<file path="src/rtl/core/ftft_pkg.sv">
`timescale 1ns / 1ps
// Shared types and codes for the five-tuple flow table.
// No dependencies; imported by every module of the block.
package ftft_pkg;

    localparam logic [1:0] CMD_ADD      = 2'd0;
    localparam logic [1:0] CMD_REMOVE   = 2'd1;
    localparam logic [1:0] CMD_GET      = 2'd2;
    localparam logic [1:0] CMD_CLASSIFY = 2'd3;

    localparam logic [1:0] ST_OK        = 2'd0;
    localparam logic [1:0] ST_FULL      = 2'd1;
    localparam logic [1:0] ST_NOT_FOUND = 2'd2;

    typedef struct packed {
        logic [1:0]  cmd;
        logic [31:0] src_ip;
        logic [31:0] dst_ip;
        logic [15:0] sport;
        logic [15:0] dport;
        logic [7:0]  protocol;
        logic [31:0] flow_id;
        logic [2:0]  tclass;
    } t_ft_in;

    typedef struct packed {
        logic [1:0]  status;
        logic [31:0] match_flow_id;
        logic [2:0]  class_out;
    } t_ft_out;

    // One stored slot: rule, flow id and class.
    typedef struct packed {
        logic [31:0] src_ip;
        logic [31:0] dst_ip;
        logic [15:0] sport;
        logic [15:0] dport;
        logic [7:0]  protocol;
        logic [31:0] flow_id;
        logic [2:0]  tclass;
    } t_ft_entry;

endpackage

</file>
<file path="src/rtl/core/ftft_slot_mem.sv">
`timescale 1ns / 1ps
// Slot storage: one write port, one registered read port.
// Depends on ftft_pkg for the entry type.
module ftft_slot_mem #(
    parameter int DEPTH = 16,
    parameter int IDX_W = 4
) (
    input  logic                     i_clk,
    input  logic                     i_rd_en,
    input  logic [IDX_W-1:0]         i_rd_addr,
    output ftft_pkg::t_ft_entry      o_rd_data,
    input  logic                     i_wr_en,
    input  logic [IDX_W-1:0]         i_wr_addr,
    input  ftft_pkg::t_ft_entry      i_wr_data
);
    import ftft_pkg::*;

    t_ft_entry r_mem [DEPTH];
    t_ft_entry r_rd_data;

    always_ff @(posedge i_clk) begin
        if (i_wr_en) begin
            r_mem[i_wr_addr] <= i_wr_data;
        end
        if (i_rd_en) begin
            r_rd_data <= r_mem[i_rd_addr];
        end
    end

    assign o_rd_data = r_rd_data;

endmodule

</file>
<file path="src/rtl/core/ftft_match.sv">
`timescale 1ns / 1ps
// Shared slot compare unit: decides whether one slot satisfies the command.
// Depends on ftft_pkg for command codes and types.
module ftft_match (
    input  ftft_pkg::t_ft_in    i_key,
    input  ftft_pkg::t_ft_entry i_entry,
    input  logic                i_slot_vld,
    output logic                o_hit
);
    import ftft_pkg::*;

    logic w_flow_eq;
    logic w_tuple_eq;

    assign w_flow_eq  = (i_entry.flow_id == i_key.flow_id);
    assign w_tuple_eq = (i_entry.src_ip == i_key.src_ip) &&
                        (i_entry.dst_ip == i_key.dst_ip) &&
                        (i_entry.sport == i_key.sport) &&
                        (i_entry.dport == i_key.dport) &&
                        (i_entry.protocol == i_key.protocol);

    always_comb begin
        case (i_key.cmd)
            CMD_ADD:      o_hit = !i_slot_vld;
            CMD_REMOVE:   o_hit = i_slot_vld && w_flow_eq;
            CMD_GET:      o_hit = i_slot_vld && w_flow_eq;
            CMD_CLASSIFY: o_hit = i_slot_vld && w_tuple_eq;
            default:      o_hit = 1'b0;
        endcase
    end

endmodule

</file>
<file path="src/rtl/core/five_tuple_flow_table.sv">
`timescale 1ns / 1ps
// Five-tuple flow table: slots are scanned one per cycle through one compare unit.
// Steps: a command is taken in idle; the scan issues one registered slot read at a time and
// compares it; the first hit or the last slot registers the result, which then waits in
// hold until the output register is free. The input stalls from the transfer until the
// result has moved to the output, so one command is in flight at a time.
// Reset clears every valid mark at once; slot contents are not cleared.
module five_tuple_flow_table #(
    parameter int TABLE_DEPTH = 16
) (
    input  logic              i_clk,
    input  logic              i_rst_n,
    input  logic              i_in_valid,
    output logic              o_in_stall,
    input  ftft_pkg::t_ft_in  i_in_data,
    output logic              o_out_valid,
    input  logic              i_out_stall,
    output ftft_pkg::t_ft_out o_out_data
);
    import ftft_pkg::*;

    localparam int IdxW = (TABLE_DEPTH > 1) ? $clog2(TABLE_DEPTH) : 1;
    localparam logic [IdxW-1:0] LastIdx = IdxW'(TABLE_DEPTH - 1);

    typedef enum logic [1:0] {
        S_IDLE,
        S_SCAN,
        S_HOLD
    } t_state;

    t_state                 r_state, n_state;
    t_ft_in                 r_key, n_key;
    logic [IdxW-1:0]        r_idx, n_idx;
    logic                   r_issue, n_issue;
    logic                   r_chk_vld, n_chk_vld;
    logic [IdxW-1:0]        r_chk_idx, n_chk_idx;
    logic                   r_chk_last, n_chk_last;
    logic [TABLE_DEPTH-1:0] r_slot_valid, n_slot_valid;
    t_ft_out                r_res, n_res;
    logic                   r_out_valid, n_out_valid;
    t_ft_out                r_out, n_out;

    t_ft_entry w_rd_entry;
    t_ft_entry w_wr_entry;
    logic      w_wr_en;
    logic      w_rd_en;
    logic      w_hit;

    assign w_rd_en = (r_state == S_SCAN) && r_issue;

    assign w_wr_entry = '{
        src_ip:   r_key.src_ip,
        dst_ip:   r_key.dst_ip,
        sport:    r_key.sport,
        dport:    r_key.dport,
        protocol: r_key.protocol,
        flow_id:  r_key.flow_id,
        tclass:   r_key.tclass
    };

    ftft_slot_mem #(
        .DEPTH (TABLE_DEPTH),
        .IDX_W (IdxW)
    ) u_mem (
        .i_clk     (i_clk),
        .i_rd_en   (w_rd_en),
        .i_rd_addr (r_idx),
        .o_rd_data (w_rd_entry),
        .i_wr_en   (w_wr_en),
        .i_wr_addr (r_chk_idx),
        .i_wr_data (w_wr_entry)
    );

    ftft_match u_match (
        .i_key      (r_key),
        .i_entry    (w_rd_entry),
        .i_slot_vld (r_slot_valid[r_chk_idx]),
        .o_hit      (w_hit)
    );

    always_comb begin
        n_state      = r_state;
        n_key        = r_key;
        n_idx        = r_idx;
        n_issue      = r_issue;
        n_chk_vld    = r_chk_vld;
        n_chk_idx    = r_chk_idx;
        n_chk_last   = r_chk_last;
        n_slot_valid = r_slot_valid;
        n_res        = r_res;
        n_out_valid  = r_out_valid;
        n_out        = r_out;
        w_wr_en      = 1'b0;

        // drop the output once it is taken
        if (r_out_valid && !i_out_stall) begin
            n_out_valid = 1'b0;
        end

        case (r_state)
            S_IDLE: begin
                if (i_in_valid) begin
                    n_key   = i_in_data;
                    n_idx   = '0;
                    n_issue = 1'b1;
                    n_state = S_SCAN;
                end
            end
            S_SCAN: begin
                // advance the read address; the compare runs in the cycle after each read
                if (r_issue) begin
                    n_chk_vld  = 1'b1;
                    n_chk_idx  = r_idx;
                    n_chk_last = (r_idx == LastIdx);
                    if (r_idx == LastIdx) begin
                        n_issue = 1'b0;
                    end else begin
                        n_idx = r_idx + 1'b1;
                    end
                end else begin
                    n_chk_vld = 1'b0;
                end

                if (r_chk_vld && (w_hit || r_chk_last)) begin
                    n_chk_vld = 1'b0;
                    n_issue   = 1'b0;
                    n_state   = S_HOLD;
                    n_res     = '0;
                    if (w_hit) begin
                        n_res.status = ST_OK;
                        case (r_key.cmd)
                            CMD_ADD: begin
                                w_wr_en                 = 1'b1;
                                n_slot_valid[r_chk_idx] = 1'b1;
                            end
                            CMD_REMOVE: begin
                                n_slot_valid[r_chk_idx] = 1'b0;
                            end
                            CMD_GET: begin
                                n_res.class_out = w_rd_entry.tclass;
                            end
                            CMD_CLASSIFY: begin
                                n_res.match_flow_id = w_rd_entry.flow_id;
                            end
                            default: begin
                                n_res.status = ST_NOT_FOUND;
                            end
                        endcase
                    end else begin
                        n_res.status = (r_key.cmd == CMD_ADD) ? ST_FULL : ST_NOT_FOUND;
                    end
                end
            end
            S_HOLD: begin
                // hold the result until the output register is free
                if (!r_out_valid || !i_out_stall) begin
                    n_out_valid = 1'b1;
                    n_out       = r_res;
                    n_state     = S_IDLE;
                end
            end
            default: begin
                n_state = S_IDLE;
            end
        endcase
    end

    always_ff @(posedge i_clk) begin
        if (!i_rst_n) begin
            r_state      <= S_IDLE;
            r_issue      <= 1'b0;
            r_chk_vld    <= 1'b0;
            r_slot_valid <= '0;
            r_out_valid  <= 1'b0;
        end else begin
            r_state      <= n_state;
            r_issue      <= n_issue;
            r_chk_vld    <= n_chk_vld;
            r_slot_valid <= n_slot_valid;
            r_out_valid  <= n_out_valid;
        end
        r_key      <= n_key;
        r_idx      <= n_idx;
        r_chk_idx  <= n_chk_idx;
        r_chk_last <= n_chk_last;
        r_res      <= n_res;
        r_out      <= n_out;
    end

    assign o_in_stall  = (r_state != S_IDLE);
    assign o_out_valid = r_out_valid;
    assign o_out_data  = r_out;

endmodule
</file>
<file path="config.mk">
export PLATFORM = sky130hd
export DESIGN_NAME = five_tuple_flow_table
export DESIGN_NICKNAME = d
export VERILOG_FILES = /design/src/rtl/core/ftft_pkg.sv /design/src/rtl/core/ftft_slot_mem.sv /design/src/rtl/core/ftft_match.sv /design/src/rtl/core/five_tuple_flow_table.sv
export SDC_FILE = /design/constraint.sdc
export NUM_CORES = 2
export LEC_CHECK = 0
export ABC_CLOCK_PERIOD_IN_PS = 16200
export BUFFER_PORTS_ARGS = -buffer_cell sky130_fd_sc_hd__buf_2
export CORE_MARGIN = 8
export CORE_UTILIZATION = 45
export CTS_BUF_LIST = sky130_fd_sc_hd__clkbuf_2 sky130_fd_sc_hd__clkbuf_4 sky130_fd_sc_hd__clkbuf_8
export DETAILED_ROUTE_END_ITERATION = 12
export GPL_TIMING_DRIVEN = 0
export PLACE_DENSITY = 0.73
export SLEW_MARGIN = 20
export SYNTH_ARGS = -nofsm -noshare
export SYNTH_HDL_FRONTEND = slang
export SYNTH_SLANG_ARGS = --single-unit
</file>
<file path="constraint.sdc">
create_clock -name i_clk -period 16.2 [get_ports i_clk]
set_input_delay 1.62 -clock i_clk [delete_from_list [all_inputs] [get_ports i_clk]]
set_output_delay 1.62 -clock i_clk [all_outputs]
set_load 0.005 [all_outputs]
</file>
==> reports/results.ini <==
[run_status]
status = finished clean

[synthesis]
yosys_warnings = 0
syn_area_per_cell_sq_um = 25.0
syn_area_sq_mm = 0.0972
ys_async_sr_fraction_pct = 0
synthCells = 3886
seq_area_frac_synth_pct = 80.3
yosysUniqueCellTypes = 50
synth_edf_count = 2587
mappedNetlistNets = 4032
synthFlopType = edfxtp_1
synth-seq-cells = 2608

[clock_tree]
cts-resized-gates = 0
clk_pin_slew_ps = 70
ctsHoldBuffers = 0
cts.sinks = 2608
cts_root_buf = clkbuf_8
insertion_delay_ps = 1080
cts_setup_buffers = 0
cts_tree = done
htreeDepth = 5
clk_path_buf_depth = 4
cts_buffers = 391

[layout]
layout_common_cells = 2587 x edfxtp_1, 699 x mux4_2, 398 x clkbuf_8, 304 x buf_2, 182 x buf_4
final_common_cell = edfxtp_1
area_growth_pct = 16.1
drive_above_1_share_pct = 38.2
final_net_count = 5010
fill_cells = 15800

[setup_path]
timing.critical_path.to_type = flop
critPathMaxFanout = 18
cpMaxStageDelayCell = a2111oi_0
max_stage_delay_ps = 1060
worstSetupStartpointType = flop
crit_chain = nor2b_1, a2111oi_0, nand4_1, nor4_4, a31oi_1, o31a_1, nor4_2, buf_2, buf_4, buf_4, buf_4, buf_4, buf_2, buf_4, buf_2, buf_4, buf_2
worstPathArrival_ps = 7780
path_common_cell = buf_4
crit_type = flop to flop
required_ps = 16960

[sta]
clock_skew_ps = 59.6
slew_headroom_pct = 16.7
setup-violations-final = 0
timing.final.hold_violations = 0
setup_tns_ps = 0
tightestPinTransition_ps = 1220
slew_violations = 0
max_freq_ghz = 0.142
fin_crit_ps = 7020
setup_slack_ps = 9180
grt_setup_unrepaired = no
finalCritPeriodShare_pct = 43.3

[grt]
grt_pass1_vias = 47500
grt-ovfl-total = 0
grtUsageTotal_pct = 20.6
grt_max_degree = 41
grt_pass1_wl_um = 343000
antenna_found_initial = 14

[drt]
drc_errors = 0
first_pass_iters = 5
ant_nets = 0
num_vias = 47500
drt_wl_total_um = 242000
dr.first_iter.drc_count = 6967
routed_via_density = 5.95
wl_per_cell_um = 30.3

[place]
dpl_worst_slack_ps = 9120
dp_hpwl_um = 165000
io_buffers = 182
place.gp.congestion = 0.811

[floorplan]
row_count = 170
boundaryPins = 184
die-area_sq_mm = 0.231
die_y_um = 481
die_width_um = 481
initial_utilization_pct = 45.3
core_area_sq_mm = 0.215

[pwr]
power_density_mw_per_mm2 = 120
p_leak_nw = 36.1
vdd_drop_max_mv = 0.0949

[run]
max_cap_violations = 0

[min_path]
min_path_type = flop to flop

-- state kept, by name, indices dropped and copies added, names as in the netlist, named ones only --
register and cells:
o_out_data 37, o_out_valid 1, r_chk_idx 4, r_chk_last 1
r_chk_vld 1, r_idx 4, r_issue 1, r_key 141
r_res 37, r_state 2, u_mem.o_rd_data 139, u_mem.r_mem 2224
-- cell type report --
class                      instances  area (sq um)  share of cell area, %
clock buffer                     535          6510                   5.76
timing repair buffer             585          4540                   4.02
inverter                          26          97.6                 0.0865
multi-input combinational       1077         18500                   16.4
tap                             2838          3550                   3.15
sequential                      2608         78100                   69.2
antenna                            6          15.0                 0.0133
buffer                           175           747                  0.662
clock inverter                   146           778                  0.690
-- logic make-up after synthesis --
group | synth area share (%)
DFF | 80.3
adders and majority gates | 0.0129
AOI/OAI and AO/OA | 0.522
xor gates and xnor gates | 0.910
muxes | 16.2
buffers and inverters | 0.785
and+or+nand+nor | 1.25
-- critical path, delay by kind of cell (launching register included) --
kind | cells | cell delay (ps)
and+or+nand+nor | 4 | 1830
AOI/OAI and AO/OA | 3 | 1950
DFF | 1 | 800
buffers and inverters | 10 | 2120
-- per-stage QoR --
| stage | utilization [%] | power (mW) | std cells | hold slack, ps | area (sq um) |
|---|---|---|---|---|---|
| floorplan | - | 8.27 | 3886 | 400 | 97200 |
| global placement | 47.4 | 8.61 | 6906 | 401 | 102000 |
| detailed placement | 49.2 | 8.63 | 7308 | 405 | 106000 |
| CTS | 52.6 | 13.7 | 7989 | 394 | 113000 |
| global route | 52.6 | 14.0 | 7993 | 392 | 113000 |
| finish | 52.6 | 13.6 | 7996 | 383 | 113000 |
-- report_power, final --
part	leakage (nW)	internal, mW	total, mW	switching [mW]
clock network	3.87	2.67	5.11	2.44
logic	8.82	0.403	0.867	0.465
registers	23.4	7.50	7.62	0.118
-- path summary, 6_finish.rpt --
path,slack [ps],endpoint,from,cells past startpoint
min reg2reg,380,o_out_data[23],r_res[23],0
max,9180,u_mem.r_mem[14][89],r_key[68],17
max reg2reg,9180,u_mem.r_mem[14][89],r_key[68],17
min,380,o_out_data[23],r_res[23],0
-- synthesized netlist by cell type (4+ instances only) --
cell / number / share of area (%)
nand2_1: 7 / 0.027
nand2b_1: 11 / 0.071
buf_1: 58 / 0.22
nor2b_1: 39 / 0.25
nand3_1: 5 / 0.026
xnor2_1: 8 / 0.072
or4_1: 4 / 0.031
nor4_2: 5 / 0.064
nor3_1: 25 / 0.13
nor2_1: 13 / 0.050
inv_1: 26 / 0.10
a2111oi_0: 9 / 0.081
o22ai_1: 8 / 0.051
clkbuf_1: 112 / 0.43
xor2_1: 93 / 0.84
and2_1: 38 / 0.24
dfxtp_1: 21 / 0.43
nor4_1: 30 / 0.19
nand4_1: 11 / 0.071
mux4_2: 699 / 16
o21ai_0: 16 / 0.082
a21oi_1: 12 / 0.062
a31oi_1: 15 / 0.097
edfxtp_1: 2587 / 80
-- routing by layer --
layer / track usage, % / vias up / routed length, um / share of wire (%)
li1: - / 18800 / - / -
met5: 0 / - / 13 / 0.0054
met1: 28.9 / 25100 / 92800 / 38
met3: 5.11 / 458 / 28000 / 12
met4: 6.30 / 2 / 7600 / 3.1
met2: 32.1 / 3191 / 114000 / 47
(Power assumes the default switching activity.)
